## src/sv/hps_pkg.sv

```systemverilog
package hps_pkg;

    localparam int MAX_NODES = 256;
    localparam int MAX_EDGES = 1024;
    localparam int NODE_W    = $clog2(MAX_NODES);
    localparam int EDGE_AW   = $clog2(MAX_EDGES);
    localparam int LINK_W    = EDGE_AW + 1;
    localparam int NCOUNT_W  = NODE_W + 1;

    localparam logic [LINK_W-1:0]   LINK_END  = LINK_W'(MAX_EDGES);
    localparam logic [NCOUNT_W-1:0] NODES_CAP = NCOUNT_W'(MAX_NODES);
    localparam logic [NODE_W-1:0]   DEPTH_TOP = NODE_W'(MAX_NODES - 1);

    typedef enum logic [1:0] {
        FUNC_CLEAR  = 2'd0,
        FUNC_ADD    = 2'd1,
        FUNC_SEARCH = 2'd2,
        FUNC_READ   = 2'd3
    } func_t;

    localparam logic [2:0] ST_OK        = 3'd0;
    localparam logic [2:0] ST_START_BAD = 3'd1;
    localparam logic [2:0] ST_END_BAD   = 3'd2;
    localparam logic [2:0] ST_NO_PATH   = 3'd3;
    localparam logic [2:0] ST_FULL      = 3'd4;
    localparam logic [2:0] ST_NOT_HELD  = 3'd5;

    typedef struct packed {
        logic              done;
        logic              single;
        logic [NODE_W-1:0] node;
    } scan_res_t;

endpackage

```

## src/sv/hps_scan.sv

```systemverilog
module hps_scan (
    input  logic                                clk,
    input  logic                                rst_n,
    input  logic                                start,
    input  logic [hps_pkg::MAX_NODES-1:0]       flags,
    input  logic [hps_pkg::NCOUNT_W-1:0]        n,
    output hps_pkg::scan_res_t                  res
);

    logic                          run_reg;
    logic                          done_reg;
    logic [hps_pkg::NCOUNT_W-1:0]  i_reg;
    logic [1:0]                    cnt_reg;
    logic [hps_pkg::NODE_W-1:0]    node_reg;

    always_ff @(posedge clk or negedge rst_n)
    begin
        if (!rst_n)
        begin
            run_reg  <= 1'b0;
            done_reg <= 1'b0;
            i_reg    <= '0;
            cnt_reg  <= '0;
            node_reg <= '0;
        end
        else
        begin
            done_reg <= 1'b0;
            if (start)
            begin
                run_reg <= 1'b1;
                i_reg   <= '0;
                cnt_reg <= '0;
            end
            else if (run_reg)
            begin
                if (i_reg == n)
                begin
                    run_reg  <= 1'b0;
                    done_reg <= 1'b1;
                end
                else
                begin
                    if (!flags[i_reg[hps_pkg::NODE_W-1:0]])
                    begin
                        if (cnt_reg != 2'd2)
                            cnt_reg <= cnt_reg + 2'd1;
                        node_reg <= i_reg[hps_pkg::NODE_W-1:0];
                    end
                    i_reg <= i_reg + 1'b1;
                end
            end
        end
    end

    assign res.done   = done_reg;
    assign res.single = (cnt_reg == 2'd1);
    assign res.node   = node_reg;

endmodule

```

## config.mk

```make
export PLATFORM = sky130hd
export DESIGN_NAME = hps_scan
export DESIGN_NICKNAME = d
export VERILOG_FILES = /design/src/sv/hps_pkg.sv /design/src/sv/hps_scan.sv
export SDC_FILE = /design/constraint.sdc
export NUM_CORES = 1
export LEC_CHECK = 0
export BUFFER_PORTS_ARGS = -buffer_cell sky130_fd_sc_hd__buf_4
export CORE_ASPECT_RATIO = 0.75
export CORE_MARGIN = 4
export CORE_UTILIZATION = 25
export DETAILED_ROUTE_END_ITERATION = 6
export GPL_ROUTABILITY_DRIVEN = 1
export SLEW_MARGIN = 0
export SYNTH_ARGS = -nofsm -noshare
export SYNTH_HDL_FRONTEND = slang
export SYNTH_SLANG_ARGS = --single-unit
```

## constraint.sdc

```tcl
create_clock -name clk -period 7.01 [get_ports clk]
set_clock_uncertainty 0.1 [all_clocks]
set_input_delay 0.701 -clock clk [delete_from_list [all_inputs] [get_ports clk]]
set_output_delay 0.701 -clock clk [all_outputs]
set_load 0.005 [all_outputs]
```

==> out/metrics.cfg <==
[yosys]
netlist_area_um2=3356
synth_ff_type=dfrtp_1
synth_seq_cells=21
synth_nets=552
ys_types=47
ys_async_sr_fraction_pct=100.0
yosysWarnings=0
synth-edff-count=0
seq_area_frac_synth_pct=15.66
postSynthCellCount=281
syn_avg_cell_area_um2=11.94

[cts]
post_cts_buffers=0
cts_hold_buffers=0
clk_pin_slew_ps=60
clockRootBuffer=clkbuf_16
numCtsBuffers=3
worstSkewPairLatency_ps=250
tritoncts=built
cts_max_path_buffers=2
cts_resized=0
htree_num_levels=1
clock-sinks=21

[setup_path]
r2r_end=node_reg[1]
path_max_fanout=57
cp.required_ps=7050
crit_type=flip-flop to flip-flop
startpoint=i_reg[0]
start_kind=flip-flop
reg2reg_slack_ps=3040
rr_worst_depth=9
cp_data_arrival_time_ps=4000
cp-endpoint=node_reg[1]
r2r-start=i_reg[0]
crit_path_end_kind=flip-flop

[timing]
finalHoldViolCount=0
finalSetupTns_ps=0
fmax_mhz=252.0
rsz0062_at_grt=no
worst_slew_pin_slew_ps=986.8
maxSlewViolCount=0
final.period_utilization_pct=56.60
final.min_clock_period_ps=3968
slew_headroom_pct=34.21
setup_violations=0

[layout]
stdcell_area_um2=5567
area_growth_pct=65.88
largest_reg_flops=9
nets=810
layout-drive-gt1-share_pct=60.78
antenna_cells=0

[drt]
wl_um=14680
ant_nets=0
drc_errors=0
drt-initial-drc-count=129
first_pass_iters=4
num_vias=3605
wl_per_cell_um=20.70
viasPerCell=5.085

[placed_design]
placed_area_um2=5488
portBuffers=277
gp_congestion=0.9350
place_hpwl_um=12290

[global_routing]
grt-ovfl-total=0
grt_pass1_wl_um=21620
antenna_found_initial=0
grtUsageTotal_pct=18.06
grt_max_degree=58
grt_pass1_vias=3952

[job]
maxCapViolations=0

[min_path]
hold_path.class=primary input to async pin

[die]
dieArea_um2=15360
coreArea_um2=13060
die_height_um=108.3
ioPinCount=278
start_util_pct=25.69
num_rows=36
die_x_um=141.8

[pwr]
leakagePower_nw=2.560
powerDensity_nw_per_um2=107.1
peakVddDrop_uv=98.03

[run_status]
run_status=finished, final reports clean

layout make-up:
class                      count  area, um2
timing repair buffer         281       2110
inverter                       2      7.507
multi-input combinational    230       2626
tap                          171      214.0
fill                        1280       7496
clock buffer                   4      78.83
sequential                    21      530.5
cell usage after synthesis (3+ instances only):
master / number / area, um2
a211oi_1: 4 / 30.03
a21oi_1: 6 / 30.03
a221oi_1: 4 / 35.03
a22oi_1: 13 / 97.59
buf_2: 8 / 40.04
buf_4: 4 / 30.03
buf_6: 3 / 33.78
clkbuf_1: 9 / 33.78
dfrtp_1: 21 / 525.5
ha_1: 3 / 37.54
mux2_2: 9 / 101.4
mux2i_1: 33 / 330.3
mux4_1: 26 / 683.2
mux4_2: 27 / 608.1
nand2_1: 17 / 63.81
nand2b_1: 3 / 18.77
nand3_1: 8 / 40.04
nand4_1: 3 / 18.77
nor2_1: 18 / 67.56
nor2b_1: 11 / 68.82
xnor2_1: 6 / 52.55
xor2_1: 11 / 96.34
layout by cell type (no fill, tap or decap), drive strengths merged, types with 4 or more instances in the layout:
cell type and count:
mux2i 33, nand4 4, mux2 11, buf 281, xnor2 6, nor2 18
xor2 11, nand2 17, dfrtp 21, clkbuf 4, nand3 8, a221oi 4
mux4 53, a21oi 6, a211oi 5, a22oi 13, nor2b 11
layer usage:
metal	share of wire (%)	vias to the layer above	track usage, %
met3	7.6	18	3.979
met2	49	183	32.14
li1	-	1679	-
met5	0	-	0
met1	41	1725	22.82
met4	1.7	0	3.219
worst min-delay path by stage:
stage / from / to / slack (ps) / depth (start not counted)
floorplan: rst_n / cnt_reg[0] / 310 / 0
global placement: node_reg[7] / node_reg[7] / 390 / 1
detailed placement: node_reg[7] / node_reg[7] / 400 / 1
CTS: rst_n / done_reg / 240 / 1
global route: rst_n / done_reg / 240 / 1
finish: rst_n / done_reg / 230 / 1
through the flow:
step	hold WS [ps]	power, mW	worst slack (ps)	util [%]	instances
after floorplan	305.4	0.3256	4120	-	281
after global placement	391.4	0.4777	3036	42.01	705
after detailed placement	397.1	0.4822	3010	42.01	705
after CTS	238.1	0.6038	2998	42.61	709
after global routing	244.1	0.6320	2764	42.61	709
final	225.7	0.5962	3042	42.61	709
worst max-delay path, stage by stage, from the launching register on:
cell and delay [ps]:
dfrtp_4 1070, buf_4 510, mux4_1 620, a22o_1 220
a221oi_1 200, o22ai_1 120, a211oi_1 180, or3_1 230
nand4_4 210, mux2_4 350
cells by family after synthesis:
kind of cell | Yosys count | share of synthesized area (%)
adders and majority gates | 3 | 1.119
and+or+nand+nor | 69 | 10.40
DFF | 21 | 15.66
xor gates and xnor gates | 17 | 4.437
AOI/OAI and AO/OA | 44 | 10.07
muxes | 97 | 52.24
buffers and inverters | 30 | 6.077
power breakdown:
part / leakage [nW] / switching, mW / internal (mW) / total (mW)
sequential: 0.279 / 0.0265 / 0.130 / 0.157
combinational: 2.24 / 0.103 / 0.216 / 0.319
clock: 0.0382 / 0.0431 / 0.0775 / 0.121
total: 2.56 / 0.173 / 0.423 / 0.596
Note: power is estimated with default switching activity, not from simulation.
